## src/rtl/core/tvsr_pkg.sv

```systemverilog
// tvsr_pkg: widths, register indexes, bank bases and slot types of the
// texture VRAM slot resolver. No dependencies.
package tvsr_pkg;

	localparam int ADDR_W   = 19;
	localparam int LEN_W    = 22;
	localparam int OFS_W    = 20;
	localparam int END_W    = 23;
	localparam int CTRL_W   = 8;
	localparam int NUM_REGS = 7;
	localparam int PADDR_W  = 5;
	localparam int PDATA_W  = 32;

	localparam logic [2:0] REG_BANK_A = 3'd0;
	localparam logic [2:0] REG_BANK_B = 3'd1;
	localparam logic [2:0] REG_BANK_C = 3'd2;
	localparam logic [2:0] REG_BANK_D = 3'd3;
	localparam logic [2:0] REG_BANK_E = 3'd4;
	localparam logic [2:0] REG_BANK_F = 3'd5;
	localparam logic [2:0] REG_BANK_G = 3'd6;

	localparam int IMG_SHIFT = 17;
	localparam int PAL_SHIFT = 14;
	localparam int NUM_SLOTS = 8;

	localparam logic [8:0] IMG_MAX_SLOT = 9'd3;
	localparam logic [8:0] PAL_MAX_SLOT = 9'd5;

	localparam logic [OFS_W-1:0] IMG_SLOT_SIZE = 20'h20000;
	localparam logic [OFS_W-1:0] PAL_SLOT_SIZE = 20'h04000;
	localparam logic [OFS_W-1:0] PAL_E_BASE    = 20'h80000;
	localparam logic [OFS_W-1:0] PAL_F_BASE    = 20'h90000;
	localparam logic [OFS_W-1:0] PAL_G_BASE    = 20'h94000;

	localparam logic [OFS_W-1:0] IMG_BASE [4] = '{20'h00000, 20'h20000, 20'h40000, 20'h60000};
	localparam logic [2:0]       IMG_MODE_MASK [4] = '{3'h3, 3'h3, 3'h7, 3'h7};

	localparam logic [CTRL_W-1:0] PAL_CHECK_MASK = 8'h87;
	localparam logic [CTRL_W-1:0] PAL_CHECK_VAL  = 8'h83;
	localparam logic [2:0]        IMG_MODE_VAL   = 3'h3;

	typedef logic [CTRL_W-1:0] ctrl_t;

	typedef struct packed {
		logic             hit;
		logic [OFS_W-1:0] base;
	} slot_t;

endpackage

```

## src/rtl/core/tvsr_if.sv

```systemverilog
// tvsr_req_if / tvsr_rsp_if: valid/ready channels of the slot resolver.
// Depends on tvsr_pkg.
interface tvsr_req_if import tvsr_pkg::*; ();
	logic              valid;
	logic              ready;
	logic              op;
	logic [ADDR_W-1:0] space_address;
	logic [LEN_W-1:0]  length_bytes;

	modport source (output valid, op, space_address, length_bytes, input ready);
	modport sink   (input valid, op, space_address, length_bytes, output ready);
endinterface

interface tvsr_rsp_if import tvsr_pkg::*; ();
	logic             valid;
	logic             ready;
	logic [OFS_W-1:0] bank_offset;
	logic             found;

	modport source (output valid, bank_offset, found, input ready);
	modport sink   (input valid, bank_offset, found, output ready);
endinterface

```

## src/rtl/core/texture_vram_slot_resolver.sv

```systemverilog
// texture_vram_slot_resolver: maps a byte run in the image or palette space
// onto a physical bank offset. Depends on tvsr_pkg and tvsr_if.
// An accepted item is registered in stage 1; its result is registered in stage 2.
// Throughput: one item per cycle while no waiting result stalls; input register, one logic stage, result register.
// A waiting result holds stage 2; stage 1 holds its item, or takes one while empty.
// Reset clears the seven bank control registers and both stage valid bits.
module texture_vram_slot_resolver import tvsr_pkg::*; (
	input  logic                clk,
	input  logic                arst_n,
	tvsr_req_if.sink            req,
	tvsr_rsp_if.source          rsp,
	input  logic                psel,
	input  logic                penable,
	input  logic                pwrite,
	input  logic [PADDR_W-1:0]  paddr,
	input  logic [PDATA_W-1:0]  pwdata,
	output logic [PDATA_W-1:0]  prdata,
	output logic                pready
);

	ctrl_t ctrl_q [NUM_REGS];
	logic [2:0] reg_idx;

	logic              v_s1;
	logic              op_s1;
	logic [ADDR_W-1:0] addr_s1;
	logic [LEN_W-1:0]  len_s1;

	logic              v_s2;
	logic [OFS_W-1:0]  offset_s2;
	logic              found_s2;

	logic adv;
	logic load_s1;

	slot_t            slots [NUM_SLOTS];
	logic [LEN_W-1:0] len_m1;
	logic [END_W-1:0] end_addr;
	logic [4:0]       first_slot;
	logic [8:0]       last_slot;
	logic [8:0]       max_slot;
	logic [OFS_W-1:0] slot_size;
	logic [OFS_W-1:0] in_slot;
	logic             first_ok;
	logic             last_ok;
	logic             chain_ok;
	logic             ok;
	logic [OFS_W-1:0] offset_d;

	// Config port
	assign pready  = 1'b1;
	assign reg_idx = paddr[4:2];

	always_ff @(posedge clk or negedge arst_n) begin
		if (!arst_n) begin
			for (int i = 0; i < NUM_REGS; i++) ctrl_q[i] <= '0;
		end else if (psel && penable && pwrite && (reg_idx < 3'(NUM_REGS))) begin
			ctrl_q[reg_idx] <= pwdata[CTRL_W-1:0];
		end
	end

	always_comb begin
		prdata = '0;
		if (reg_idx < 3'(NUM_REGS)) prdata = {{(PDATA_W-CTRL_W){1'b0}}, ctrl_q[reg_idx]};
	end

	// Handshake
	assign adv       = !v_s2 || rsp.ready;
	assign req.ready = !v_s1 || adv;
	assign load_s1   = req.valid && req.ready;

	always_ff @(posedge clk or negedge arst_n) begin
		if (!arst_n) begin
			v_s1 <= 1'b0;
			v_s2 <= 1'b0;
		end else begin
			if (req.ready) v_s1 <= req.valid;
			if (adv) v_s2 <= v_s1;
		end
	end

	always_ff @(posedge clk) begin
		if (load_s1) begin
			op_s1   <= req.op;
			addr_s1 <= req.space_address;
			len_s1  <= req.length_bytes;
		end
		if (adv && v_s1) begin
			offset_s2 <= offset_d;
			found_s2  <= ok;
		end
	end

	// Per-slot bank resolution, lowest bank wins
	always_comb begin
		logic [1:0] ofs;
		ofs = '0;
		for (int s = 0; s < NUM_SLOTS; s++) begin
			slots[s] = '0;
			if (!op_s1) begin
				for (int b = 3; b >= 0; b--) begin
					if (ctrl_q[b][7] && ((ctrl_q[b][2:0] & IMG_MODE_MASK[b]) == IMG_MODE_VAL)
						&& (ctrl_q[b][4:3] == 2'(s)) && (s < 4)) begin
						slots[s].hit  = 1'b1;
						slots[s].base = IMG_BASE[b];
					end
				end
			end else begin
				ofs = ctrl_q[REG_BANK_G][4:3];
				if (((ctrl_q[REG_BANK_G] & PAL_CHECK_MASK) == PAL_CHECK_VAL)
					&& ({ofs[1], 1'b0, ofs[0]} == 3'(s))) begin
					slots[s].hit  = 1'b1;
					slots[s].base = PAL_G_BASE;
				end
				ofs = ctrl_q[REG_BANK_F][4:3];
				if (((ctrl_q[REG_BANK_F] & PAL_CHECK_MASK) == PAL_CHECK_VAL)
					&& ({ofs[1], 1'b0, ofs[0]} == 3'(s))) begin
					slots[s].hit  = 1'b1;
					slots[s].base = PAL_F_BASE;
				end
				if (((ctrl_q[REG_BANK_E] & PAL_CHECK_MASK) == PAL_CHECK_VAL) && (s < 4)) begin
					slots[s].hit  = 1'b1;
					slots[s].base = PAL_E_BASE | (OFS_W'(s) << PAL_SHIFT);
				end
			end
		end
	end

	// Run extent and contiguity
	always_comb begin
		len_m1    = (len_s1 == '0) ? '0 : len_s1 - 1'b1;
		end_addr  = {{(END_W-ADDR_W){1'b0}}, addr_s1} + {{(END_W-LEN_W){1'b0}}, len_m1};
		if (op_s1) begin
			first_slot = addr_s1[ADDR_W-1:PAL_SHIFT];
			last_slot  = end_addr[END_W-1:PAL_SHIFT];
			max_slot   = PAL_MAX_SLOT;
			slot_size  = PAL_SLOT_SIZE;
			in_slot    = {{(OFS_W-PAL_SHIFT){1'b0}}, addr_s1[PAL_SHIFT-1:0]};
		end else begin
			first_slot = {3'b000, addr_s1[ADDR_W-1:IMG_SHIFT]};
			last_slot  = {3'b000, end_addr[END_W-1:IMG_SHIFT]};
			max_slot   = IMG_MAX_SLOT;
			slot_size  = IMG_SLOT_SIZE;
			in_slot    = {{(OFS_W-IMG_SHIFT){1'b0}}, addr_s1[IMG_SHIFT-1:0]};
		end
		first_ok = (first_slot < 5'(NUM_SLOTS)) && slots[first_slot[2:0]].hit;
		last_ok  = last_slot <= max_slot;
		chain_ok = 1'b1;
		for (int s = 1; s < NUM_SLOTS; s++) begin
			if ((5'(s) > first_slot) && (9'(s) <= last_slot)
				&& !(slots[s].hit && (slots[s].base == slots[s-1].base + slot_size)))
				chain_ok = 1'b0;
		end
		ok       = first_ok && last_ok && chain_ok;
		offset_d = ok ? slots[first_slot[2:0]].base + in_slot : '0;
	end

	assign rsp.valid       = v_s2;
	assign rsp.bank_offset = offset_s2;
	assign rsp.found       = found_s2;

endmodule

```

## src/flat_wrapper.sv

```systemverilog
// flat-port wrapper written by rule: the top's interface ports become plain ports
module texture_vram_slot_resolver_flat import tvsr_pkg::*;
  (clk, arst_n, psel, penable, pwrite, paddr, pwdata, prdata, pready, req_valid, req_op, req_space_address, req_length_bytes, req_ready, rsp_valid, rsp_bank_offset, rsp_found, rsp_ready);
  tvsr_req_if req_i ();
  tvsr_rsp_if rsp_i ();
  input  logic clk;
  input  logic arst_n;
  input  logic psel;
  input  logic penable;
  input  logic pwrite;
  input  logic [PADDR_W-1:0] paddr;
  input  logic [PDATA_W-1:0] pwdata;
  output logic [PDATA_W-1:0] prdata;
  output logic pready;
  input wire logic [$bits(req_i.valid)-1:0] req_valid;
  input wire logic [$bits(req_i.op)-1:0] req_op;
  input wire logic [$bits(req_i.space_address)-1:0] req_space_address;
  input wire logic [$bits(req_i.length_bytes)-1:0] req_length_bytes;
  output wire logic [$bits(req_i.ready)-1:0] req_ready;
  output wire logic [$bits(rsp_i.valid)-1:0] rsp_valid;
  output wire logic [$bits(rsp_i.bank_offset)-1:0] rsp_bank_offset;
  output wire logic [$bits(rsp_i.found)-1:0] rsp_found;
  input wire logic [$bits(rsp_i.ready)-1:0] rsp_ready;
  assign req_i.valid = req_valid;
  assign req_i.op = req_op;
  assign req_i.space_address = req_space_address;
  assign req_i.length_bytes = req_length_bytes;
  assign req_ready = req_i.ready;
  assign rsp_valid = rsp_i.valid;
  assign rsp_bank_offset = rsp_i.bank_offset;
  assign rsp_found = rsp_i.found;
  assign rsp_i.ready = rsp_ready;
  texture_vram_slot_resolver u_core (.clk(clk), .arst_n(arst_n), .req(req_i), .rsp(rsp_i), .psel(psel), .penable(penable), .pwrite(pwrite), .paddr(paddr), .pwdata(pwdata), .prdata(prdata), .pready(pready));
endmodule
```

## config.mk

```make
export PLATFORM = sky130hd
export DESIGN_NAME = texture_vram_slot_resolver_flat
export DESIGN_NICKNAME = d
export VERILOG_FILES = /design/src/rtl/core/tvsr_pkg.sv /design/src/rtl/core/tvsr_if.sv /design/src/rtl/core/texture_vram_slot_resolver.sv /design/src/flat_wrapper.sv
export SDC_FILE = /design/constraint.sdc
export NUM_CORES = 1
export LEC_CHECK = 0
export BUFFER_PORTS_ARGS = -buffer_cell sky130_fd_sc_hd__buf_2
export CAP_MARGIN = 20
export CORE_UTILIZATION = 40
export CTS_CLUSTER_SIZE = 20
export DETAILED_ROUTE_END_ITERATION = 8
export GPL_TIMING_DRIVEN = 1
export PLACE_DENSITY = 0.71
export REMOVE_ABC_BUFFERS = 1
export SLEW_MARGIN = 20
export SYNTH_ARGS = -nofsm -noshare
export SYNTH_HDL_FRONTEND = slang
export SYNTH_SLANG_ARGS = --single-unit
```

## constraint.sdc

```tcl
create_clock -name clk -period 7.8 [get_ports clk]
set_input_delay 0.78 -clock clk [delete_from_list [all_inputs] [get_ports clk]]
set_output_delay 0.78 -clock clk [all_outputs]
set_load 0.05 [all_outputs]
```

==> impl_metrics.py <==
metrics = {
    "sta": {
        "max_slew_margin": 0.310,
        "finalHoldViolations": 0,
        "fin_skew_ns": 0.00941,
        "rsz0062_at_grt": "false",
        "worst_pin_slew_ns": 1.04,
        "fin_ws_ns": 1.78,
        "drv_slew": 0,
        "fmax_mhz": 166,
        "fin_setup_tns_ns": 0,
        "fin_crit_ns": 6.02,
        "post-route-period-util": 0.772,
        "setup_viol": 0,
    },
    "floorplan": {
        "die_w_um": 143,
        "std_cell_rows": 51,
        "fp.dieH_um": 143,
        "ios": 142,
        "die_area_um2": 20500,
        "start_util": 0.408,
        "placeableCoreArea_um2": 19500,
    },
    "power": {
        "leakagePower_nw": 3.77,
        "irDropWorstVdd_mv": 0.161,
        "power.total_mw": 2.02,
        "p_per_area_nw_per_um2": 221,
    },
    "drt": {
        "routed_wl_mm": 18.6,
        "drt-pass1-iter-count": 5,
        "first_iter_violations": 446,
        "drt-vias-per-instance": 5.55,
        "antenna_left": 0,
        "drc": 0,
        "via_count": 6289,
        "wl_per_cell_um": 16.4,
    },
    "final_layout": {
        "multi_input_area_um2": 4230,
        "drive_gt1_frac": 0.274,
        "area_growth_pct": 14.3,
        "stdcell_area_um2": 9110,
        "n_antenna_cell": 0,
        "nNetsFinal": 970,
        "regArea_um2": 3340,
        "num-fill-cells": 1848,
    },
    "synthesis": {
        "ys_ff_latch": 121,
        "synth_area_leaders": "edfxtp_1, dfrtp_1, mux2_2",
        "yosys.area.top_type": "edfxtp_1",
        "ys_seq_area_frac": 0.419,
        "ys.flop_type": "edfxtp_1",
        "synth_commonest_cells": "nor2_1, edfxtp_1, dfrtp_1",
        "syn_inst": 769,
        "synth-edff-count": 63,
        "yosysMostFrequentCell": "nor2_1",
        "postSynthAreaPerCell_um2": 10.4,
        "netlist_area_um2": 7980,
        "yosys_warnings": 0,
        "synth_top_area_frac": 0.237,
        "synth_cell_type_count": 94,
        "async_reset_ff_frac": 0.479,
    },
    "worst_setup_path": {
        "path_max_fanout": 21,
        "critPathRequiredTime_ns": 8.05,
        "endpoint_kind": "register",
        "criticalPathCategory": "reg2reg",
        "critPathLaunchType": "register",
        "arrival_ns": 6.28,
    },
    "placed_design": {
        "dp_hpwl_mm": 13.7,
        "routabilityCongestion": 0.887,
        "dp_slack_ns": 1.80,
        "post_dp_cell_area_um2": 8550,
        "port_buffers": 90,
    },
    "clock_network": {
        "worstSkewPairLatency_ns": 0.42,
        "cts_tree": "done",
        "post-cts-setup-buffers": 0,
        "clockBufferDepth": 2,
        "htree_levels": 4,
        "cts_root_buf": "clkbuf_16",
        "cts_num_sinks": 121,
        "cts_hold_buffers": 0,
        "post_cts_resized": 0,
        "cts_buffers": 17,
        "cts.clk_slew.worst_paths_ns": 0.06,
    },
    "outcome": {
        "status": "finished clean",
    },
    "grt": {
        "grt_use_total": 0.192,
        "grt_pass1_vias": 5852,
        "grt_pass1_wl_mm": 30.2,
        "grt_max_degree": 59,
        "grt_overflow": 0,
        "antenna_found_initial": 0,
    },
    "run": {
        "drv_cap": 0,
    },
    "worst_hold_path": {
        "hold_class": "reg2reg",
    },
}
## registers in the layout, indices dropped and copies added, names as in the netlist
name	count
u_core.ctrl_q	56
u_core.rsp.bank_offset	20
u_core.addr_s1	19
u_core.rsp.valid	1
u_core.len_s1	22
u_core.v_s1	1
u_core.rsp.found	1
u_core.op_s1	1
## kinds of logic (layout without fill, tap and decap cells)
logic type,Yosys count,in the layout,synth area share
AOI/OAI and AO/OA,177,177,0.164
xor gates and xnor gates,21,21,0.0231
adders and majority gates,29,29,0.0464
buffers and inverters,92,168,0.0621
DFF,121,121,0.419
muxes,73,73,0.103
other,2,25,0.000942
and+or+nand+nor,254,254,0.181
## final timing paths
kind / start / end / slack [ns] / cells past startpoint
min in group asynchronous: arst_n / u_core.ctrl_q[50] / 0.50 / 2
worst min-delay path: u_core.v_s1 / u_core.rsp.valid / 0.48 / 1
worst max register to register: u_core.len_s1[2] / u_core.rsp.bank_offset[19] / 1.78 / 18
worst min register to register: u_core.v_s1 / u_core.rsp.valid / 0.48 / 1
worst max-delay path: u_core.len_s1[2] / u_core.rsp.bank_offset[19] / 1.78 / 18
max in group asynchronous: arst_n / u_core.ctrl_q[16] / 6.82 / 2
## through the flow
step,hold slack [ns],utilization,std cells
final,0.483,0.467,1133
after global routing,0.513,0.467,1133
after CTS,0.483,0.467,1133
after detailed placement,0.475,0.438,1101
after global placement,0.463,0.438,1101
after floorplan,0.449,-,740
## layout make-up
type | instances | area share
clock inverter | 13 | 0.0119
inverter | 40 | 0.0165
clock buffer | 19 | 0.0498
sequential | 121 | 0.367
tap | 265 | 0.0364
multi-input combinational | 579 | 0.464
timing repair buffer | 96 | 0.0544
## report_power, final
group          switching (mW)  total (mW)  internal, mW
logic                   0.266       0.431         0.164
clock network           0.311       0.744         0.433
registers              0.0828       0.841         0.758
total                   0.661        2.02          1.36
## layout by cell type (no fill, tap or decap), types with 16 or more instances in the layout
| master | count |
|---|---|
| nand2_1 | 36 |
| mux2i_1 | 16 |
| o21ai_0 | 19 |
| nor2_2 | 19 |
| nand3_1 | 21 |
| ha_1 | 28 |
| edfxtp_1 | 63 |
| conb_1 | 25 |
| buf_2 | 90 |
| clkbuf_16 | 18 |
| a21oi_1 | 36 |
| mux2_2 | 55 |
| nor2_1 | 70 |
| inv_1 | 38 |
| dfrtp_1 | 58 |
## critical path, stage by stage, from the launching register on
cell and delay [ns]:
edfxtp_1 0.46, or4_1 0.66, or2_0 0.39, or4_2 0.60, xor2_1 0.18, nor2_1 0.06
ha_1 0.35, nand3_1 0.18, or3_4 0.44, o22a_1 0.25, nand2b_1 0.17, nand3_1 0.15
mux2i_1 0.10, ha_1 0.30, inv_1 0.03, a211o_2 0.26, a221oi_2 0.28, nand4_2 0.70
nor2_1 0.30
## layer usage
metal / share of wire / global-route usage
met5: 0 / 0
met2: 0.45 / 0.286
met1: 0.48 / 0.274
met4: 0.019 / 0.0745
met3: 0.054 / 0.0386
Note: power is estimated with default switching activity, not from simulation.
